==> config.mk <==
export PLATFORM = sky130hd
export DESIGN_NAME = isp_out
export DESIGN_NICKNAME = d
export VERILOG_FILES = /design/src/hw/rtl/isp_pkg.sv /design/src/hw/rtl/isp_out.sv
export SDC_FILE = /design/constraint.sdc
export NUM_CORES = 1
export LEC_CHECK = 0
export BUFFER_PORTS_ARGS = -buffer_cell sky130_fd_sc_hd__buf_2
export CORE_UTILIZATION = 45
export DETAILED_ROUTE_END_ITERATION = 6
export PLACE_DENSITY_LB_ADDON = 0.1
export SYNTH_ARGS = -nofsm -noshare
export SYNTH_HDL_FRONTEND = slang
export SYNTH_SLANG_ARGS = --single-unit
==> constraint.sdc <==
create_clock -name clk_i -period 3.1 [get_ports clk_i]
set_clock_uncertainty 0.15 [all_clocks]
set_input_delay 0.465 -clock clk_i [delete_from_list [all_inputs] [get_ports clk_i]]
set_output_delay 0.465 -clock clk_i [all_outputs]
set_load 0.02 [all_outputs]
==> src/hw/rtl/isp_pkg.sv <==
// Shared constants and types for the interpolating sample player.
`timescale 1ns / 1ps

package isp_pkg;

  localparam int NumChannels = 2;
  localparam int SampleDepth = 65536;
  localparam int RamAw       = $clog2(SampleDepth);
  localparam int ChW         = (NumChannels > 1) ? $clog2(NumChannels) : 1;

  localparam int FracW = 12;
  localparam int PosW  = 18;
  localparam int LenW  = 17;
  localparam int BaseW = 20;

  localparam logic [15:0] SpeedReset = 16'd4096;
  localparam logic [15:0] GainReset  = 16'd16384;

  // input item queue between front and back
  localparam int QDepth = 4;
  localparam int QPtrW  = $clog2(QDepth);
  localparam int QCntW  = $clog2(QDepth + 1);

  // result queue
  localparam int OutDepth = 2;
  localparam int OutPtrW  = $clog2(OutDepth);
  localparam int OutCntW  = $clog2(OutDepth + 1);

  typedef enum logic [1:0] {
    OP_LOAD = 2'd0,
    OP_ARM  = 2'd1,
    OP_PLAY = 2'd2
  } op_e;

  typedef enum logic [1:0] {
    CFG_TICK_SPEED = 2'd0,
    CFG_GAIN       = 2'd1,
    CFG_LOOP       = 2'd2,
    CFG_LENGTH     = 2'd3
  } cfg_e;

  typedef struct packed {
    op_e                op;
    logic [15:0]        addr;
    logic signed [15:0] value;
  } item_t;

  typedef struct packed {
    logic  valid;
    item_t item;
  } head_t;

  typedef struct packed {
    logic signed [15:0] sample;
    logic               finished;
  } result_t;

endpackage

==> src/hw/rtl/isp_out.sv <==
// Result queue between the back end and the result ports.
`timescale 1ns / 1ps

module isp_out (
  input  logic                 clk_i,
  input  logic                 rst_ni,
  input  logic                 push_i,
  input  isp_pkg::result_t     res_i,
  output logic                 space_o,
  output logic                 empty_o,
  input  logic                 pop_i,
  output isp_pkg::result_t     res_o
);

  isp_pkg::result_t             q_mem [isp_pkg::OutDepth];
  logic [isp_pkg::OutPtrW-1:0]  wr_ptr_q;
  logic [isp_pkg::OutPtrW-1:0]  rd_ptr_q;
  logic [isp_pkg::OutCntW-1:0]  count_q;
  logic                         do_pop;

  assign empty_o = (count_q == '0);
  assign space_o = (count_q != isp_pkg::OutCntW'(isp_pkg::OutDepth));
  assign do_pop  = pop_i && !empty_o;
  assign res_o   = q_mem[rd_ptr_q];

  always_ff @(posedge clk_i or negedge rst_ni) begin
    if (!rst_ni) begin
      wr_ptr_q <= '0;
      rd_ptr_q <= '0;
      count_q  <= '0;
    end else begin
      if (push_i) begin
        wr_ptr_q <= wr_ptr_q + isp_pkg::OutPtrW'(1);
      end
      if (do_pop) begin
        rd_ptr_q <= rd_ptr_q + isp_pkg::OutPtrW'(1);
      end
      count_q <= count_q + isp_pkg::OutCntW'(push_i) - isp_pkg::OutCntW'(do_pop);
    end
  end

  always_ff @(posedge clk_i) begin
    if (push_i) begin
      q_mem[wr_ptr_q] <= res_i;
    end
  end

endmodule

* After elaboration in Yosys (flattened, before gate mapping)
Memory sizes are Yosys's and may differ from the RTL's.
Cells that the tools add are included.
** Storage, ports and cells
- Register bits after elaboration :: 4
- Bits in writable memories :: 34
- Output and inout bits :: 19
- Logic and storage cells :: 14
- Memories kept :: 1
** Operators by class
- Add/subtract/negate cells :: 4
- Equality and inequality tests :: 1
- Multiplexer cells :: 2
- Reduce and logical (&&, ||, !) cells :: 3
** Memories
- q_mem :: words 2, bits a word 17, read ports 1, clocked after memory_dff 0, write ports 1, line isp_out.sv:15 : isp_pkg::result_t q_mem [isp_pkg::OutDepth];
** Operators by type and width (number)
- adder 1 bit (second input constant) :: 2
- adder 2 x 1 -> 2 bit :: 1
- logical NOT 2 bit :: 1
- two-way mux 1 bit :: 2
- inequality test 2 bit (second input constant) :: 1
- subtractor 2 x 1 -> 2 bit :: 1
- logical AND 1 bit :: 1
- logical NOT 1 bit :: 1

* Depth between registers and ports, before layout
- Depth after elaboration :: 4
- Depth in mapped cells :: 6
- Depth with buffers taken out :: 6

* Worst setup path before layout
OpenSTA, ideal clock, no wires.
- Kind :: input to register
- Start point :: in push_i
- End point :: mem q_mem[0][0] (netlist name), enable pin
- Arrival :: 1.272 ns
- Data required time :: 2.557 ns
- Path slack :: 1.286 ns
- Cell stages on the path :: 1
- Path buffers :: 0
- Cells stage by stage :: nor2b_1
** Between the ends
- Longest elaborated chain between the ends :: 2
** Ends and longest elaborated chain
- from (decl) :: line isp_out.sv:7 : input logic push_i,
- two-way mux 1 bit :: line isp_out.sv:43 : if (push_i) begin
- two-way mux 1 bit (not written as such) :: line isp_out.sv:44 : q_mem[wr_ptr_q] <= res_i;
- to (decl) :: line isp_out.sv:15
No other way between the ends.

==> summary.txt <==
Status
  – Status: finished clean

Floorplanning
  – Number of I/O pins: 40
  – Initial Utilization: 47.85%
  – Die Y: 59.21 microns
  – Rows: 20
  – Die area: 0.003505 sq mm
  – Core area: 0.003078 sq mm
  – Die X: 59.21 microns

Clocking
  – Total CTS buffers: 5
  – Clk sinks: 38
  – PostCTS Resize Cnt: 0
  – CTS tree: built
  – Clock latency at the later pin of the worst-skew pair: 0.33 ns
  – H-tree lvl count: 2
  – Clock tree buffer depth: 2
  – Clock slew seen by the registers of the worst setup and hold paths: 0.10 ns
  – Clk root buf: clkbuf_4

STA
  – Worst hold slack: 0.1634 ns
  – Fmax: 404.2 MHz
  – Setup violators final: 0
  – Setup ws final: 0.6261 ns
  – Max Slew Vio Count: 0
  – Min Clock Period, post-route: 2.474 ns
  – Setup TNS Final: 0 ns
  – Final period utilization: 79.80%
  – Tightest Pin Transition: 0.9073 ns
  – Final Hold Vio Count: 0
  – RSZ-0062 raised after global routing: no
  – Rel. slew slack: 39.24%

Worst setup path
  – CP required: 2.48 ns
  – Reg-to-Reg Start: wr_ptr_q
  – Arr. time, crit path: 1.86 ns
  – Crit path kind: reg -> out
  – Max FO, Critical Path: 18
  – Crit start category: flop
  – Cells on worst reg2reg path: 1
  – Internal reg-to-reg setup slack: 1.43 ns
  – Critical Path Sink Type: output port
  – Reg-to-Reg End: q_mem[0][16]

Yosys
  – Yosys top cell by area: edfxtp_1
  – Post-Syn Area: 0.001473 sq mm
  – Yosys warnings: 0
  – Share of Yosys cell area claimed by the top area cell type: 69.33%
  – Post-synth ARST share: 10.53%
  – Syn Nets: 93
  – Syn Inst Count: 70
  – Cell with the most instances after synthesis: edfxtp_1
  – Yosys reg bits: 38
  – Post-synthesis sequential area ratio: 76.13%
  – Commonest cells in the netlist: edfxtp_1, mux2_4, mux2_2
  – Mapped Avg Cell Area: 21.04 sq um
  – Main synth FF type: edfxtp_1
  – Largest cells by area after synthesis: edfxtp_1, mux2_4, dfrtp_1
  – Synth cell types: 15
  – Post-synth EDFFs: 34

Place
  – Port bufs: 39
  – Placed Instances: 151
  – Gp weighted congestion: 0.6128
  – Placed cell area: 0.001694 sq mm
  – Hpwl dp: 1328 microns
  – Worst Setup Slack post-DPL: 0.9660 ns

Global routing
  – Total GRT Usage: 13.52%
  – Number of global-route vias before repair: 702
  – First-pass GRT wire length: 3118 microns
  – Initial antenna violation count: 0
  – Total congestion overflow: 0
  – Maximum number of pins on one net before global-route repair: 19

Cells and area
  – Area growth, synth to finish: 19.03%
  – Non-filler instance count after layout: 160
  – Post-layout util: 56.95%
  – Number of diodes: 0
  – Final #Nets: 138
  – Final Instance Area: 0.001753 sq mm
  – Fraction of layout cells with a size suffix above 1: 53.45%

Power
  – Worst VDD drop: 448.1 uV
  – Internal cell power: 1.027 mW
  – Reg power frac: 50.3%
  – Leakage: 0.7074 nW
  – Clock share of power: 14.8%
  – Switching Share: 33.59%
  – Pwr Total: 1.546 mW
  – Power per cell area: 881.9 mW/mm^2
  – Psw: 0.5193 mW
  – Comb pwr share: 34.8%

Route
  – Routed Antenna Nets: 0
  – DRT iter0 DRCs: 15
  – TritonRoute pass-1 iters: 4
  – Post-route DRC: 0
  – Vias: 738
  – Wirelength per Cell: 12.89 microns
  – Vias per std cell: 4.613
  – Final wirelength: 2063 microns

Min path
  – Hold path depth: 1
  – Worst Min Path Start: res_i[0]
  – Tightest Hold Check Type: in -> reg
  – Worst Hold Endpoint: q_mem[0][0]

Job
  – Max-cap violations: 0
## sequential cells by signal (all words and copies together) (netlist names)
| register | flops |
|---|---|
| q_mem | 34 |
| count_q | 2 |
| rd_ptr_q | 1 |
| wr_ptr_q | 1 |
## how the worst max path moves through the flow
stage / startpoint / endpoint / slack, ns / depth (start not counted)
global route: rd_ptr_q / res_o[8] / 0.50 / 2
floorplan: push_i / q_mem[0][0] / 1.29 / 1
finish: rd_ptr_q / res_o[14] / 0.63 / 2
CTS: rd_ptr_q / res_o[14] / 0.58 / 2
global placement: rd_ptr_q / res_o[8] / 0.96 / 2
detailed placement: rd_ptr_q / res_o[14] / 0.97 / 2
## repair_timing
action	CTS	global route
setup buffers	0	0
endpoints found under the hold margin	4	0
hold buffers	1	0
## area by class of cell
| class | instances | area, sq um |
|---|---|---|
| clock buffer | 5 | 37.54 |
| clock inverter | 3 | 11.26 |
| fill | 256 | 1325 |
| inverter | 2 | 7.507 |
| multi-input combinational | 28 | 315.3 |
| sequential | 38 | 1121 |
| tap | 44 | 55.05 |
| timing repair buffer | 40 | 205.2 |
## per-layer routing
metal  GRT usage (%)  wire (microns)  up-vias
met5               0               0        -
met4           7.143              43        0
met3           7.205             135        6
met2           21.83            1024       28
met1           14.16             859      351
li1                -               -      353
## power groups by stage
stage	clock, mW	sequential, mW	combinational (mW)
final	0.229	0.778	0.538
after global routing	0.265	0.794	0.581
after CTS	0.238	0.782	0.549
after detailed placement	0	0.794	0.546
after global placement	0	0.790	0.538
after floorplan	0	0.730	0.483
## layout by cell type (no fill, tap or decap)
cell | synthesis | final
and2_1 | 1 | 1
buf_2 | 0 | 39
clkbuf_4 | 0 | 5
o21a_1 | 1 | 1
edfxtp_1 | 34 | 34
mux2_4 | 9 | 9
mux2_2 | 8 | 8
nor2_1 | 1 | 1
xor2_1 | 2 | 2
ha_1 | 2 | 2
inv_1 | 2 | 2
xnor2_1 | 2 | 2
dlygate4sd3_1 | 0 | 1
clkinv_1 | 0 | 3
nor2b_2 | 0 | 1
nand2_1 | 1 | 1
dfrtp_1 | 4 | 4
## cell families (layout without fill, tap and decap cells)
logic type	after synthesis	after routing	share of synthesized area [%]
xor+xnor	4	4	2.379
simple gates	4	4	1.359
fa+ha+maj	2	2	1.699
flops	38	38	76.13
mux	17	17	15.29
compound gates	1	1	0.5100
buf+inv	4	50	2.634
## critical path, cell delays in order, from the launching register on
cell and delay [ns]:
dfrtp_1 0.95, mux2_2 0.42, buf_2 0.16
No activity file was read; power rests on OpenSTA's default activity.
