--- config.mk ---
export PLATFORM = sky130hd
export DESIGN_NAME = isp_front
export DESIGN_NICKNAME = d
export VERILOG_FILES = /design/src/hw/rtl/isp_pkg.sv /design/src/hw/rtl/isp_front.sv
export SDC_FILE = /design/constraint.sdc
export NUM_CORES = 1
export LEC_CHECK = 0
export ABC_AREA = 1
export BUFFER_PORTS_ARGS = -buffer_cell sky130_fd_sc_hd__buf_2
export CAP_MARGIN = 20
export CORE_UTILIZATION = 25
export DETAILED_ROUTE_END_ITERATION = 16
export SLEW_MARGIN = 20
export SYNTH_ARGS = -nofsm -noshare
export SYNTH_HDL_FRONTEND = slang
export SYNTH_SLANG_ARGS = --single-unit
--- constraint.sdc ---
create_clock -name clk_i -period 3 [get_ports clk_i]
set_input_delay 0.15 -clock clk_i [delete_from_list [all_inputs] [get_ports clk_i]]
set_output_delay 0.15 -clock clk_i [all_outputs]
set_load 0.01 [all_outputs]
--- src/hw/rtl/isp_pkg.sv ---
// Shared constants and types for the interpolating sample player.
`timescale 1ns / 1ps

package isp_pkg;

  localparam int NumChannels = 2;
  localparam int SampleDepth = 65536;
  localparam int RamAw       = $clog2(SampleDepth);
  localparam int ChW         = (NumChannels > 1) ? $clog2(NumChannels) : 1;

  localparam int FracW = 12;
  localparam int PosW  = 18;
  localparam int LenW  = 17;
  localparam int BaseW = 20;

  localparam logic [15:0] SpeedReset = 16'd4096;
  localparam logic [15:0] GainReset  = 16'd16384;

  // input item queue between front and back
  localparam int QDepth = 4;
  localparam int QPtrW  = $clog2(QDepth);
  localparam int QCntW  = $clog2(QDepth + 1);

  // result queue
  localparam int OutDepth = 2;
  localparam int OutPtrW  = $clog2(OutDepth);
  localparam int OutCntW  = $clog2(OutDepth + 1);

  typedef enum logic [1:0] {
    OP_LOAD = 2'd0,
    OP_ARM  = 2'd1,
    OP_PLAY = 2'd2
  } op_e;

  typedef enum logic [1:0] {
    CFG_TICK_SPEED = 2'd0,
    CFG_GAIN       = 2'd1,
    CFG_LOOP       = 2'd2,
    CFG_LENGTH     = 2'd3
  } cfg_e;

  typedef struct packed {
    op_e                op;
    logic [15:0]        addr;
    logic signed [15:0] value;
  } item_t;

  typedef struct packed {
    logic  valid;
    item_t item;
  } head_t;

  typedef struct packed {
    logic signed [15:0] sample;
    logic               finished;
  } result_t;

endpackage

--- src/hw/rtl/isp_front.sv ---
// Front end: accepts input items, drops ignored ones, queues the rest.
`timescale 1ns / 1ps

module isp_front (
  input  logic               clk_i,
  input  logic               rst_ni,
  input  logic               push_i,
  output logic               full_o,
  input  logic [1:0]         operation_i,
  input  logic [15:0]        load_address_i,
  input  logic signed [15:0] load_value_i,
  output isp_pkg::head_t     head_o,
  input  logic               pop_i
);

  isp_pkg::item_t             q_mem [isp_pkg::QDepth];
  logic [isp_pkg::QPtrW-1:0]  wr_ptr_q, wr_ptr_d;
  logic [isp_pkg::QPtrW-1:0]  rd_ptr_q, rd_ptr_d;
  logic [isp_pkg::QCntW-1:0]  count_q, count_d;
  logic                       accept;
  logic                       keep;
  isp_pkg::item_t             item;

  assign full_o = (count_q == isp_pkg::QCntW'(isp_pkg::QDepth));
  assign accept = push_i && !full_o;

  always_comb begin
    item.op    = isp_pkg::OP_PLAY;
    item.addr  = load_address_i;
    item.value = load_value_i;
    keep       = 1'b0;
    case (operation_i)
      isp_pkg::OP_LOAD: begin
        item.op = isp_pkg::OP_LOAD;
        keep    = (32'(load_address_i) < 32'(isp_pkg::SampleDepth));
      end
      isp_pkg::OP_ARM: begin
        item.op = isp_pkg::OP_ARM;
        keep    = 1'b1;
      end
      isp_pkg::OP_PLAY: begin
        item.op = isp_pkg::OP_PLAY;
        keep    = 1'b1;
      end
      default: keep = 1'b0;
    endcase
  end

  assign head_o.valid = (count_q != '0);
  assign head_o.item  = q_mem[rd_ptr_q];

  always_comb begin
    wr_ptr_d = wr_ptr_q;
    rd_ptr_d = rd_ptr_q;
    count_d  = count_q;
    if (accept && keep) begin
      wr_ptr_d = wr_ptr_q + isp_pkg::QPtrW'(1);
    end
    if (pop_i && head_o.valid) begin
      rd_ptr_d = rd_ptr_q + isp_pkg::QPtrW'(1);
    end
    count_d = count_q + isp_pkg::QCntW'(accept && keep)
                      - isp_pkg::QCntW'(pop_i && head_o.valid);
  end

  always_ff @(posedge clk_i or negedge rst_ni) begin
    if (!rst_ni) begin
      wr_ptr_q <= '0;
      rd_ptr_q <= '0;
      count_q  <= '0;
    end else begin
      wr_ptr_q <= wr_ptr_d;
      rd_ptr_q <= rd_ptr_d;
      count_q  <= count_d;
    end
  end

  always_ff @(posedge clk_i) begin
    if (accept && keep) begin
      q_mem[wr_ptr_q] <= item;
    end
  end

endmodule

After elaboration in Yosys (flattened, before gate mapping)
Memory sizes are Yosys's and may differ from the RTL's. Index checks and enable logic that the tools add are counted.

Muxes and demuxes: 4. $add $sub $neg: 4. Equality and inequality tests: 3. Reductions and logical operators: 7.

Operators with widths (count): 2-bit by 1-bit adder with 2-bit output, second input constant (2); 2-bit one-hot mux with 2 select lines (1); 3-bit by 1-bit adder with 3-bit output (1); 3-bit == test, second input constant (1); 1-bit logical AND (3); 1-bit 2-to-1 mux (3); 3-bit nonzero test (1); 3-bit OR reduction (1); 3-bit by 1-bit subtractor with 3-bit output (1); 2-bit by 1-bit == test with 1-bit output, second input constant (1); 2-bit == test, second input constant (1); 2-bit logical NOT (1); 1-bit logical NOT (1).

Memory bits (writable): 136. Output and inout bits: 36. Memories kept: 1. Register bits after elaboration: 7. Word-level logic and storage cells: 22.

Memory list: q_mem (words 4, width 34, rd ports 1, clocked after memory_dff 0, wr ports 1, RTL line isp_front.sv:16) `isp_pkg::item_t q_mem [isp_pkg::QDepth];`.

Depth between registers and ports, before layout
Gate-level depths: netlist of run 1.

Depth after elaboration: 6. Gate-level depth with buffers: 12. Gate-level depth less buffers: 12.

Worst setup path before layout of run 1
No wires, ideal clock.

Path kind: flip-flop to flip-flop. Start: reg count_q[1] in the netlist's numbering. End: mem q_mem[0][0] in the netlist's numbering, enable pin. Path buffers: 0. Slack: 386 ps. Period minus slack after synthesis: 2614 ps. Arrival time: 2189 ps. Library setup time: 425 ps. Cell stages (with the launch flop): 5. Required time: 2575 ps. Cells stage by stage: dfrtp_1 -> inv_1 -> nand3_1 -> nand2_1 -> nor2_1.

Cells in the longest elaborated chain, start to end: 6.

Ends and longest elaborated chain: start: declaration (RTL line isp_front.sv:19) `logic [isp_pkg::QCntW-1:0] count_q, count_d;`; start signal: assignment (RTL line isp_front.sv:74) `count_q <= count_d;`; 3-bit == test (RTL line isp_front.sv:24) `assign full_o = (count_q == isp_pkg::QCntW'(isp_pkg::QDepth));`; 1-bit logical NOT (RTL line isp_front.sv:25) `assign accept = push_i && !full_o;`; 1-bit logical AND (RTL line isp_front.sv:25); 1-bit logical AND (RTL line isp_front.sv:79) `if (accept && keep) begin`; 1-bit 2-to-1 mux (RTL line isp_front.sv:79); 1-bit 2-to-1 mux (implied by the code) (RTL line isp_front.sv:80) `q_mem[wr_ptr_q] <= item;`; end: declaration (RTL line isp_front.sv:16).

Every way passes these cells.

Worst setup path in the final report of run 1
Start: reg count_q[1] in the netlist's numbering. End: reg count_q[2] in the netlist's numbering.

Cells in the longest elaborated chain, start to end: 6.

Ends and longest elaborated chain: 3-bit == test (RTL line isp_front.sv:24); 1-bit logical NOT (RTL line isp_front.sv:25); 1-bit logical AND (RTL line isp_front.sv:25); 1-bit logical AND (RTL line isp_front.sv:62) `count_d = count_q + isp_pkg::QCntW'(accept && keep)`; 3-bit by 1-bit adder with 3-bit output (RTL line isp_front.sv:62); 3-bit by 1-bit subtractor with 3-bit output (*) (RTL line isp_front.sv:63) `- isp_pkg::QCntW'(pop_i && head_o.valid);`; via count_d (one bit) (RTL line isp_front.sv:19).

The timed path passes the listed nets; every way through them passes the cells marked *. A chain may end at the register's enable or synchronous reset.

==> out/qor.txt, run 1 <==
Crit. End Element = register
Root Buffer Master = clkbuf_16
final design utilization = 32.93%
Final Hold Viols = 0
max_cap viols = 0
die area = 24,330 um^2
maximum clock rate = 0.4397 GHz
antenna violations before repair = 0
Clock Sinks = 143
CTS tree = built
cell area after synthesis = 5928 um^2
period utilization = 75.81%
placed inst area = 6564 um^2
total CTS buffers = 17
Seq/Total Area, Yosys = 71.84%
Post-CTS Setup Bufs = 0
Post-DP HPWL = 7235 um
Post-Layout Cell Count = 899
flop2flop setup slack = 0.73 ns
via count = 3,553
vias in the first global route = 3,549
Least-Margin Pin Slew = 0.7367 ns
Routed WL per cell = 13.01 um
top post-synthesis cells by area = edfxtp_1, o211ai_1, nand2_1
Final Wtd Congestion = 0.7098
share of cells above drive strength 1 = 20.48%
crit start category = register
clk slew on worst S/H paths = 0.07 ns
top cell type's share of synthesized area = 68.89%
Routed Antenna Nets = 0
Yosys cell types = 16
Die Span Y = 156.0 um
commonest non-fill, non-tap cell in the layout = edfxtp_1
Cells after DPL = 832
setup TNS = 0 ns
Via density = 3.952
Site Rows = 55
fin. max-slew vios = 0
unrepaired setup endpoints after global routing = no
pin count of the biggest net entering global routing = 63
WP data required = 3.31 ns
clock tree buffer depth = 2
Starting DRT DRC Count = 176
IO Port Bufs = 73
gr usage total = 10.22%
post-route setup slack = 0.7257 ns
Die X = 156.0 um
worst hold margin = 0.05993 ns
worst-path fanout max = 7
Antenna Cells = 0
Worst Setup Path Type = register to register
Avg Inst Size Synth = 12.86 um^2
synth warn = 0
Slew HR = 50.81%
syn nets = 506
multi-input combinational cell area = 1141 um^2
fin area = 7546 um^2
Lkg Pwr = 3.062 nW
clock latency on the worst-skew pair = 0.42 ns
Mapped Cells = 461
H-tree depth = 4
PwrDens = 934.4 nW/um^2
synthesis-stage register bit count = 143
first-pass GRT wire length = 18,570 um
area grow syn2layout = 27.29%
Starting Density = 25.87%
Setup violations, final = 0
DRC Markers = 0
grt total ovfl = 0
fill count = 2,258
most frequent cells in the layout = edfxtp_1, nand2_1, inv_1, buf_2, o211ai_1
Synth area leader = edfxtp_1
Seq. cell area = 4260 um^2
Initial DRT Pass Iterations = 4
min Tclk post-route = 2.274 ns
status = completed
Core Region = 22,920 um^2
Final Power = 7.051 mW
worst vdd ir = 599.0 uV
Ports = 74
WP data arrival = 2.58 ns
final net count = 618
Worst Skew = 0.01126 ns
pre-CTS setup slack = 0.7085 ns
class of the worst hold path = input port to register
Post-Route WL = 11,690 um
## registers in the layout, summed over array words and instances (netlist names)
signal and flops:
count_q 3, rd_ptr_q 2, q_mem 136, wr_ptr_q 2
## worst paths after layout
kind,startpoint,endpoint,cells after the start
worst min register to register,count_q[0]$_DFF_PN0_,count_q[0]$_DFF_PN0_,1
worst max register to register,count_q[1]$_DFF_PN0_,count_q[2]$_DFF_PN0_,10
max in group asynchronous,rst_ni,rd_ptr_q[1]$_DFFE_PN0P_,2
worst max-delay path,count_q[1]$_DFF_PN0_,count_q[2]$_DFF_PN0_,10
worst min-delay path,operation_i[0],wr_ptr_q[1]$_DFFE_PN0P_,4
min in group asynchronous,rst_ni,count_q[1]$_DFF_PN0_,2
## synthesized netlist by cell type
master,instances
a21oi_1,1
buf_2,3
buf_4,4
buf_6,11
clkbuf_1,1
clkbuf_8,4
dfrtp_1,7
edfxtp_1,136
fa_1,1
ha_1,6
inv_1,86
inv_2,2
nand2_1,119
nand3_1,7
nor2_1,5
o211ai_1,68
## repair_timing
action	CTS	global route
hold buffers	35	0
gates resized for setup	0	0
hold endpoints to repair	140	0
## routing by layer
metal / track usage [%] / part of all wire [%] / vias to the layer above
li1: - / - / 1808
met1: 12.32 / 46 / 1678
met2: 17.35 / 49 / 57
met3: 3.139 / 4.0 / 10
met4: 3.221 / 1.1 / 0
met5: 0 / 0 / -
## cell type report
class | count | share of cell area, %
Timing Repair Buffer | 116 | 10.45
Sequential cell | 143 | 56.46
Clock buffer | 17 | 5.638
Tap cell | 313 | 5.190
Inverter | 88 | 4.411
Clock inverter | 15 | 2.736
Multi-Input combinational cell | 207 | 15.12
## kinds of logic after synthesis
| logic type | synth area share (%) |
|---|---|
| compound gates | 8.696 |
| fa+ha+maj | 1.604 |
| buf+inv | 9.413 |
| simple gates | 8.442 |
| flops | 71.84 |
## worst max-delay path, cell delays in order, from the launching register on
cell and delay, ns:
dfrtp_1 0.41, inv_1 0.11, nand3_1 0.15, nand2_1 0.42, ha_1 0.33, inv_1 0.06, ha_1 0.13, inv_1 0.04
fa_1 0.37, nand3_1 0.09, nand2_1 0.05
## power breakdown
group	total [mW]	internal [mW]	switching, mW
clock network	2.23	1.40	0.830
registers	2.63	2.54	0.0947
logic	2.18	0.747	1.44
No activity file was read; power rests on OpenSTA's default activity.
==> run 2: changes to the inputs <==
--- a/config.mk
+++ b/config.mk
@@ -5,7 +5,7 @@
 export SDC_FILE = /design/constraint.sdc
 export NUM_CORES = 1
 export LEC_CHECK = 0
-export ABC_AREA = 1
+export ABC_AREA = 0
 export BUFFER_PORTS_ARGS = -buffer_cell sky130_fd_sc_hd__buf_2
 export CAP_MARGIN = 20
 export CORE_UTILIZATION = 25
==> constraint.sdc (replaced) <==
create_clock -name clk_i -period 1.9 [get_ports clk_i]
set_input_delay 0.095 -clock clk_i [delete_from_list [all_inputs] [get_ports clk_i]]
set_output_delay 0.095 -clock clk_i [all_outputs]
set_load 0.01 [all_outputs]
==> out/qor.txt, run 2 <==
CTS tree = built (unchanged)
Top FF cell, synth = edfxtp_1 (unchanged)
clock tree buffer depth = 2 (unchanged)
biggest regs = q_mem: 136 flops, count_q: 3 flops (unchanged)
DRC Markers = 0 (unchanged)
IO Port Bufs = 73 (unchanged)
fin. max-slew vios = 0 (unchanged)
fin area = 7555 um^2 (was 7546 um^2)
antenna violations before repair = 0 (unchanged)
max reg flops = 136 (unchanged)
worst vdd ir = 810.9 uV (was 599.0 uV)
Starting Density = 25.64% (was 25.87%)
Site Rows = 53 (was 55)
Die X = 149.1 um (was 156.0 um)
post-route setup slack = -0.1789 ns (was 0.7257 ns)
synthesis-stage register bit count = 143 (unchanged)
Final Hold Viols = 0 (unchanged)
pre-CTS setup slack = -0.2091 ns (was 0.7085 ns)
Post-DP HPWL = 6273 um (was 7235 um)
fraction of registers with async set/reset = 4.895% (unchanged)
Lkg Pwr = 2.670 nW (was 3.062 nW)
placed inst area = 6245 um^2 (was 6564 um^2)
Final Power = 11.75 mW (was 7.051 mW)
reg2reg path depth = 10 (unchanged)
Least-Margin Pin Slew = 0.3708 ns (was 0.7367 ns)
class of the worst hold path = input port to asynchronous set/reset pin (was input port to register)
Cells after DPL = 572 (was 832)
cell area after synthesis = 5408 um^2 (was 5928 um^2)
Starting DRT DRC Count = 112 (was 176)
die area = 22,220 um^2 (was 24,330 um^2)
Root Buffer Master = clkbuf_16 (unchanged)
WP data arrival = 2.37 ns (was 2.58 ns)
Setup violations, final = 26 (was 0)
Ports = 74 (unchanged)
area grow syn2layout = 39.70% (was 27.29%)
Crit. End Element = register (unchanged)
commonest non-fill, non-tap cell in the layout = edfxtp_1 (unchanged)
top cell type's share of synthesized area = 75.52% (was 68.89%)
Routed Antenna Nets = 0 (unchanged)
Mapped Cells = 216 (was 461)
H-tree depth = 4 (unchanged)
grt total ovfl = 0 (unchanged)
Post-synth EDFFs = 136 (unchanged)
most common cell in the netlist = edfxtp_1 (unchanged)
clk slew on worst S/H paths = 0.06 ns (was 0.07 ns)
PwrDens = 1556 nW/um^2 (was 934.4 nW/um^2)
reg-to-reg startpoint = count_q[2]$_DFF_PN0_ (was count_q[1]$_DFF_PN0_)
gr usage total = 10.41% (was 10.22%)
worst-path fanout max = 3 (was 7)
via count = 2,636 (was 3,553)
Seq/Total Area, Yosys = 78.76% (was 71.84%)
Die Span Y = 149.1 um (was 156.0 um)
most frequent cells in the layout = edfxtp_1, buf_2, mux4_2, dlygate4sd3_1, buf_6 (was edfxtp_1, nand2_1, inv_1, buf_2, o211ai_1)
Synth area leader = edfxtp_1 (unchanged)
R2R Path End = count_q[2]$_DFF_PN0_ (unchanged)
period utilization = 109.4% (was 75.81%)
Post-Route WL = 10,650 um (was 11,690 um)
Post-Layout Cell Count = 650 (was 899)
max_cap viols = 0 (unchanged)
Routed WL per cell = 16.38 um (was 13.01 um)
crit start category = register (unchanged)
Initial DRT Pass Iterations = 4 (unchanged)
first-pass GRT wire length = 16,280 um (was 18,570 um)
status = finished with violations (was completed)
min Tclk post-route = 2.079 ns (was 2.274 ns)
syn nets = 261 (was 506)
Clock Sinks = 143 (unchanged)
failing checks = negative setup slack
share of cells above drive strength 1 = 46.93% (was 20.48%)
Worst Skew = 0.008914 ns (was 0.01126 ns)
WP data required = 2.20 ns (was 3.31 ns)
Final Wtd Congestion = 0.6698 (was 0.7098)
Yosys cell types = 21 (was 16)
total CTS buffers = 17 (unchanged)
flop2flop setup slack = -0.18 ns (was 0.73 ns)
pin count of the biggest net entering global routing = 21 (was 63)
most instantiated cells after synthesis = edfxtp_1, mux4_2, dfrtp_1, inv_1 (was edfxtp_1, nand2_1, inv_1, o211ai_1, buf_6)
Slew HR = 75.28% (was 50.81%)
Top reg by flops = q_mem (unchanged)
Avg Inst Size Synth = 25.04 um^2 (was 12.86 um^2)
synth warn = 0 (unchanged)
Antenna Cells = 0 (unchanged)
maximum clock rate = 0.4810 GHz (was 0.4397 GHz)
Worst Setup Path Type = register to register (unchanged)
vias in the first global route = 2,882 (was 3,549)
top post-synthesis cells by area = edfxtp_1, mux4_2, dfrtp_1 (was edfxtp_1, o211ai_1, nand2_1)
unrepaired setup endpoints after global routing = yes (was no)
clock latency on the worst-skew pair = 0.41 ns (was 0.42 ns)
final net count = 407 (was 618)
Core Region = 21,090 um^2 (was 22,920 um^2)
Via density = 4.055 (was 3.952)
run 2: cells by family (layout without fill, tap and decap cells):
group / Yosys count / after routing / share of synthesized area, %
xor+xnor: 5 / 5 / 0.8098
compound gates: 2 / 2 / 0.5322
simple gates: 8 / 8 / 1.111
buf+inv: 16 / 175 / 2.244
mux: 35 / 35 / 14.78
flops: 143 / 143 / 78.76
fa+ha+maj: 7 / 7 / 1.758
run 2: worst max path at each step:
stage	slack, ns	endpoint	start
6_report	-0.18	count_q[2]$_DFF_PN0_	count_q[2]$_DFF_PN0_
5_1_grt	-0.24	count_q[2]$_DFF_PN0_	count_q[2]$_DFF_PN0_
4_1_cts	-0.17	count_q[2]$_DFF_PN0_	count_q[2]$_DFF_PN0_
3_5_place_dp	-0.21	count_q[2]$_DFF_PN0_	count_q[2]$_DFF_PN0_
3_3_place_gp	-0.1	count_q[2]$_DFF_PN0_	count_q[2]$_DFF_PN0_
2_1_floorplan	-0.20	count_q[2]$_DFF_PN0_	count_q[2]$_DFF_PN0_
run 2: metal layers:
layer / global-route usage (%) / routed length (um) / up-vias
li1: - / - / 1189
met1: 12.24 / 4645 / 1378
met2: 17.65 / 5462 / 58
met3: 3.180 / 397 / 11
met4: 4.286 / 140 / 0
met5: 0 / 0 / -
run 2: critical path, stage by stage (launching register included):
cell and delay, ns:
dfrtp_1 0.39, nor3b_4 0.17, a211oi_4 0.17, inv_1 0.08
ha_1 0.28, inv_1 0.06, ha_1 0.13, inv_1 0.06
fa_2 0.36, xnor2_2 0.15, xnor2_1 0.12
run 2: where the power goes:
group          total (mW)  switching, mW  internal (mW)
clock network        3.48           1.27           2.21
registers            4.28          0.242           4.04
logic                3.99           1.67           2.33
run 2: area by class of cell:
type	count	area [um^2]
Clock buffer	20	436.7
Inverter	7	26.28
Timing Repair Buffer	136	1281
Fill cell	1982	13530
Clock inverter	12	185.2
Multi-Input combinational cell	57	1020
Tap cell	275	344.1
Sequential cell	143	4262
run 2: metrics by stage:
step | setup TNS, ns | hold WS (ns) | util, %
after floorplan | -0.2661 | -0.2006 | -
after global placement | -0.09790 | -0.06120 | 29.61
after detailed placement | -0.2701 | -0.05459 | 29.61
after CTS | -2.198 | 0.02499 | 35.22
after global routing | -3.512 | 0.08122 | 35.83
final | -1.284 | 0.04322 | 35.83
run 2: repair_timing:
action | CTS | global route
hold buffers | 34 | 0
setup endpoints to repair | 19 | 35
buffers inserted | 5 | 4
gates resized for setup | 18 | 26
hold endpoints to repair | 139 | 0
pin swaps | 2 | 0
gates cloned | 3 | 0
